**src/sv/cidf_pkg.sv**
```systemverilog
// Shared types and constants for the CAN identifier acceptance filter.
package cidf_pkg;

	localparam int ID_W    = 11;
	localparam int OP_W    = 2;
	localparam int COUNT_W = 5;

	typedef enum logic [OP_W-1:0] {
		OP_LOOKUP = 2'd0,
		OP_ADD    = 2'd1,
		OP_REMOVE = 2'd2
	} opcode_t;

	typedef enum logic [1:0] {
		ST_OK        = 2'd0,
		ST_PRESENT   = 2'd1,
		ST_FULL      = 2'd2,
		ST_NOT_FOUND = 2'd3
	} status_t;

	typedef struct packed {
		logic    hit;
		status_t status;
	} list_result_t;

endpackage

```
**src/sv/cidf_fixed_match.sv**
```systemverilog
// Match of an identifier against the fixed block of consecutive event identifiers.
module cidf_fixed_match #(
	parameter int FIXED_COUNT = 16
) (
	input  logic [cidf_pkg::ID_W-1:0] base_id,
	input  logic [cidf_pkg::ID_W-1:0] msg_id,
	output logic                      hit
);

	logic [cidf_pkg::ID_W-1:0] offset;

	// The range ends at the top identifier; it never wraps round to zero.
	assign offset = msg_id - base_id;
	assign hit = (msg_id >= base_id) && (offset < cidf_pkg::ID_W'(FIXED_COUNT));

endmodule

```
**src/sv/cidf_dynamic_list.sv**
```systemverilog
// Dynamic identifier list: entry registers, parallel compare, append and shift-down removal.
module cidf_dynamic_list #(
	parameter int DEPTH = 16,
	localparam int CNT_W = $clog2(DEPTH + 1)
) (
	input  logic                      clk,
	input  logic                      arst_n,
	input  logic                      update,
	input  logic [cidf_pkg::OP_W-1:0] opcode,
	input  logic [cidf_pkg::ID_W-1:0] msg_id,
	input  logic                      fixed_hit,
	output cidf_pkg::list_result_t    result,
	output logic [CNT_W-1:0]          count
);

	logic [cidf_pkg::ID_W-1:0] entry_q [DEPTH];
	logic [CNT_W-1:0]          count_q;
	logic [DEPTH-1:0]          match;
	logic [DEPTH-1:0]          at_or_above;
	logic                      list_hit;
	logic                      any_hit;
	logic                      full;
	logic                      add_do;
	logic                      rem_do;
	cidf_pkg::status_t         status_d;
	logic [CNT_W-1:0]          count_d;

	for (genvar i = 0; i < DEPTH; i++) begin : g_lane
		localparam logic [DEPTH-1:0] LOW_MASK = {DEPTH{1'b1}} >> (DEPTH - 1 - i);

		assign match[i] = (CNT_W'(i) < count_q) && (entry_q[i] == msg_id);
		// Lanes at or above the matching entry move down on a removal.
		assign at_or_above[i] = |(match & LOW_MASK);
	end

	always_ff @(posedge clk) begin
		for (int i = 0; i < DEPTH; i++) begin
			if (add_do && (count_q == CNT_W'(i))) begin
				entry_q[i] <= msg_id;
			end
		end
		for (int i = 0; i < DEPTH - 1; i++) begin
			if (rem_do && at_or_above[i]) begin
				entry_q[i] <= entry_q[i + 1];
			end
		end
	end

	assign list_hit = |match;
	assign any_hit  = list_hit || fixed_hit;
	assign full     = (count_q == CNT_W'(DEPTH));

	always_comb begin
		status_d = cidf_pkg::ST_OK;
		add_do   = 1'b0;
		rem_do   = 1'b0;
		case (opcode)
			cidf_pkg::OP_ADD: begin
				if (any_hit) begin
					status_d = cidf_pkg::ST_PRESENT;
				end else if (full) begin
					status_d = cidf_pkg::ST_FULL;
				end else begin
					add_do = update;
				end
			end
			cidf_pkg::OP_REMOVE: begin
				if (!list_hit) begin
					status_d = cidf_pkg::ST_NOT_FOUND;
				end else begin
					rem_do = update;
				end
			end
			default: begin
			end
		endcase
	end

	always_comb begin
		count_d = count_q;
		if (add_do) begin
			count_d = count_q + CNT_W'(1);
		end else if (rem_do) begin
			count_d = count_q - CNT_W'(1);
		end
	end

	always_ff @(posedge clk or negedge arst_n) begin
		if (!arst_n) begin
			count_q <= '0;
		end else begin
			count_q <= count_d;
		end
	end

	assign result.hit    = any_hit;
	assign result.status = status_d;
	assign count         = count_d;

endmodule

```
**src/sv/can_id_acceptance_filter_table.sv**
```systemverilog
// Top level of the CAN identifier acceptance filter with its dynamic list.
// An item is taken into the input register and its result comes from the output register, with done high
// for a single cycle. Throughput: one item per cycle; busy stays low, since the list update
// and the compare both complete in the single stage behind the input register.
// Reset clears the list's entry count, the fixed base identifier and all valid flags; the list
// entries themselves are not cleared and are read only where they were written.
module can_id_acceptance_filter_table #(
	parameter int DYNAMIC_DEPTH = 16,
	parameter int FIXED_COUNT   = 16
) (
	input  logic                         clk,
	input  logic                         arst_n,
	input  logic                         start,
	output logic                         busy,
	input  logic [cidf_pkg::OP_W-1:0]    opcode,
	input  logic [cidf_pkg::ID_W-1:0]    msg_id,
	input  logic                         cfg_valid,
	output logic                         cfg_ready,
	input  logic [cidf_pkg::ID_W-1:0]    cfg_data,
	output logic                         done,
	output logic                         accepted,
	output logic [1:0]                   status,
	output logic [cidf_pkg::COUNT_W-1:0] entry_count
);

	localparam int CNT_W = $clog2(DYNAMIC_DEPTH + 1);

	logic                         valid_s1;
	logic [cidf_pkg::OP_W-1:0]    opcode_s1;
	logic [cidf_pkg::ID_W-1:0]    msg_id_s1;
	logic [cidf_pkg::ID_W-1:0]    fixed_base_q;
	logic                         fixed_hit;
	cidf_pkg::list_result_t       list_result;
	logic [CNT_W-1:0]             list_count;
	logic [CNT_W+cidf_pkg::COUNT_W-1:0] count_ext;
	logic                         done_q;
	logic                         accepted_q;
	cidf_pkg::status_t            status_q;
	logic [cidf_pkg::COUNT_W-1:0] entry_count_q;

	assign busy      = 1'b0;
	assign cfg_ready = 1'b1;

	always_ff @(posedge clk or negedge arst_n) begin
		if (!arst_n) begin
			fixed_base_q <= '0;
		end else if (cfg_valid && cfg_ready) begin
			fixed_base_q <= cfg_data;
		end
	end

	always_ff @(posedge clk or negedge arst_n) begin
		if (!arst_n) begin
			valid_s1 <= 1'b0;
		end else begin
			valid_s1 <= start && !busy;
		end
	end

	always_ff @(posedge clk) begin
		if (start && !busy) begin
			opcode_s1 <= opcode;
			msg_id_s1 <= msg_id;
		end
	end

	cidf_fixed_match #(
		.FIXED_COUNT(FIXED_COUNT)
	) u_fixed (
		.base_id(fixed_base_q),
		.msg_id (msg_id_s1),
		.hit    (fixed_hit)
	);

	cidf_dynamic_list #(
		.DEPTH(DYNAMIC_DEPTH)
	) u_list (
		.clk      (clk),
		.arst_n   (arst_n),
		.update   (valid_s1),
		.opcode   (opcode_s1),
		.msg_id   (msg_id_s1),
		.fixed_hit(fixed_hit),
		.result   (list_result),
		.count    (list_count)
	);

	// The count port keeps only its low bits when the list is deeper than it can show.
	assign count_ext = {{cidf_pkg::COUNT_W{1'b0}}, list_count};

	always_ff @(posedge clk or negedge arst_n) begin
		if (!arst_n) begin
			done_q <= 1'b0;
		end else begin
			done_q <= valid_s1;
		end
	end

	always_ff @(posedge clk) begin
		if (valid_s1) begin
			accepted_q    <= list_result.hit;
			status_q      <= list_result.status;
			entry_count_q <= count_ext[cidf_pkg::COUNT_W-1:0];
		end
	end

	assign done        = done_q;
	assign accepted    = accepted_q;
	assign status      = status_q;
	assign entry_count = entry_count_q;

endmodule

```
**config.mk**
```make
export PLATFORM = sky130hd
export DESIGN_NAME = can_id_acceptance_filter_table
export DESIGN_NICKNAME = d
export VERILOG_FILES = /design/src/sv/cidf_pkg.sv /design/src/sv/cidf_fixed_match.sv /design/src/sv/cidf_dynamic_list.sv /design/src/sv/can_id_acceptance_filter_table.sv
export SDC_FILE = /design/constraint.sdc
export NUM_CORES = 1
export LEC_CHECK = 0
export ABC_AREA = 1
export BUFFER_PORTS_ARGS = -buffer_cell sky130_fd_sc_hd__buf_2
export CAP_MARGIN = 20
export CORE_MARGIN = 10
export CORE_UTILIZATION = 50
export CTS_CLUSTER_SIZE = 40
export DETAILED_ROUTE_END_ITERATION = 16
export MAX_ROUTING_LAYER = met4
export PLACE_DENSITY = 0.8
export SYNTH_ARGS = -nofsm -noshare
export SYNTH_HDL_FRONTEND = slang
export SYNTH_SLANG_ARGS = --single-unit
```
**constraint.sdc**
```tcl
create_clock -name clk -period 3.85 [get_ports clk]
set_input_delay 0.1925 -clock clk [delete_from_list [all_inputs] [get_ports clk]]
set_output_delay 0.1925 -clock clk [all_outputs]
set_load 0.01 [all_outputs]
```
==> out/metrics.cfg <==
[clock_network]
root_buffer=clkbuf_16
worstSkewPairLatency_ns=0.55
htreeDepth=1
cts.path.max_buffers=3
numClockSinks=215
tritoncts=yes
clk_pin_slew_ns=0.06
cts_made_buffers=26

[drt]
wl_per_cell_um=18.6
avgViaCountPerCell=5.54
vias=14125
drc_errors=0
drt_iter0_markers=1672
wl_mm=47.5
drt_pass1_iterations=5
antenna_left=0

[place]
place_ws_ns=0.135
port_buffers=36
hpwl_mm=35.0
place_congestion=1.04

[synthesis]
netlist.area_leader.share_pct=40.0
ys_types=43
ys.flop_type=edfxtp_1
synth-edff-count=197
yosysTopAreaCell=edfxtp_1
synth_area_sq_um=14800
synth_top_cells_by_count=nand2_1 (792), nor2_1 (271), inv_1 (218)
synth.area.top_cells=edfxtp_1 (40%), nand2_1 (20%), nor2_1 (6.9%), inv_1 (5.5%), nand3_1 (3.3%)
synth-seq-cells=215
yosysWarningCount=0
syn-num-nets=2098
async_reset_ff_share_pct=8.37
synth.avg_cell_area_sq_um=7.20
synth_most_common_cell=nand2_1
syn_inst=2052
ys_seq_area_share_pct=43.1

[sta]
period_share_pct=94.9
fmax_mhz=274
fin_worst_skew_ns=0.0156
holdWs_ns=0.0561
timing.final.ws_setup_ns=0.195
drv_slew=0
slew_headroom_pct=54.0
tightest_slew_ns=0.690
hold_viol_final=0
final-setup-viol-count=0
fin_setup_tns_ns=0
fin_crit_ns=3.65

[min_path]
hold_depth=3
hp-class=in -> reg
hp-start=cfg_valid

[floorplanning]
dieArea_sq_um=36800
io_pins=39
die_height_um=192
rows=62
start_util_pct=51.1
die_w_um=192
core_sq_um=28900

[global_route]
grt_max_degree=42
grt_use_total_pct=26.2
grt_pass1_vias=13451
grt_pass1_wl_mm=74.2
antenna_found_initial=0
gr-total-overflow=0

[setup_path]
cp.arrival_ns=3.94
criticalPathCategory=reg -> reg
crit_chain=buf_12 > inv_2 > buf_4 > nand2_1 > nand2_1 > nand2_1 > nor2_1 > nand4_1 > nand2_2 > nor2_4 > nand2_1 > nor2_4 > nand4_4 > buf_4 > nor2_4 > nor2_1 > nand2_1 > nor2_2 > nand2_2 > inv_2 > buf_12 > nor2_1
r2r-start=msg_id_s1[8]
reg2reg_depth=22
cp_max_fo=36
worstSetupStartpoint=msg_id_s1[8]
cp_slowest_cell=edfxtp_1
slowest_delay_ns=0.43
startpoint_type=register
crit_top_cell=nand2_1
end_kind=register
cp.required_ns=4.13

[layout]
drive_gt1_share_pct=11.1
post-route-util_pct=58.1
diodes=0
fillers=2624
fin_nets=2196
areaGrowthSynthToFinish_pct=13.8

[outcome]
status=finished, final reports clean

[pwr]
peakVddDrop_uv=351
total_power_mw=7.50
power.density_nw_per_um2=446
p_leak_nw=8.00

[run]
drv_cap=0

worst max-delay path, delay by kind of cell (launching register included):
kind / cells / cell delay, ns
AND/OR/NAND/NOR: 16 / 1.57
flip-flops: 1 / 0.43
buffers and inverters: 6 / 1.33
through the flow:
| step | area (sq um) | std cells |
|---|---|---|
| floorplan | 14800 | 2052 |
| global placement | 15600 | 2473 |
| detailed placement | 15600 | 2473 |
| CTS | 16700 | 2544 |
| global route | 16800 | 2551 |
| finish | 16800 | 2551 |
cell type report:
type / instances / area (sq um) / area share, %
sequential: 215 / 6370 / 37.8
tap: 384 / 480 / 2.86
clock buffer: 33 / 698 / 4.15
timing repair buffer: 150 / 1230 / 7.29
clock inverter: 12 / 141 / 0.841
multi-input combinational: 1520 / 7010 / 41.7
inverter: 237 / 895 / 5.32
layout by cell type (no fill, tap or decap), types with 5 or more instances in the layout:
cell type / n
a21oi_1: 50
buf_12: 10
buf_2: 36
buf_4: 78
clkbuf_1: 6
clkbuf_16: 27
dfrtp_1: 18
dlygate4sd3_1: 26
edfxtp_1: 197
ha_1: 18
inv_1: 218
inv_2: 17
mux2i_1: 14
nand2_1: 792
nand2_2: 7
nand3_1: 94
nand4_1: 45
nor2_1: 270
nor2_2: 38
nor2_4: 5
nor3_1: 29
nor3b_1: 5
nor4_1: 12
o21ai_0: 39
xnor2_1: 42
xor2_1: 25
kinds of logic after synthesis:
family,synth area share (%)
compound gates,3.62
simple gates,37.0
xor+xnor,3.97
fa+ha+maj,1.52
flops,43.1
buf+inv,9.74
mux,1.02
other cells,0.0508
flip-flops by register name, indices dropped and copies added, names as in the netlist, 2 cells and up:
name            flops
u_list.entry_q    176
fixed_base_q       11
msg_id_s1          11
entry_count         5
u_list.count_q      5
opcode_s1           2
status              2
routing by layer:
metal / vias up / track usage, % / share of wire, %
met5: - / - / 0
met4: 0 / 7.42 / 3.1
met2: 728 / 41.5 / 46
met3: 120 / 3.61 / 9.3
li1: 6690 / - / -
met1: 6587 / 34.7 / 42
worst paths after layout:
check	to	slack, ns
hold / removal	fixed_base_q[10]	0.06
setup reg to reg	u_list.entry_q[0][143]	0.20
min in group asynchronous	u_list.count_q[3]	0.14
setup / recovery	u_list.entry_q[0][143]	0.20
max in group asynchronous	fixed_base_q[3]	3.36
hold reg to reg	fixed_base_q[4]	0.53
power by group:
part	switching [mW]	internal (mW)	total (mW)
sequential	0.116	2.75	2.87
combinational	1.49	0.651	2.14
clock	1.02	1.47	2.49
timing repair:
action,in CTS,in global routing
hold endpoints to repair,43,0
buffers inserted,0,6
endpoints found under the setup margin,0,198
gates resized for setup,0,9
hold buffers,26,0
Power figures use the tool's default switching activity.
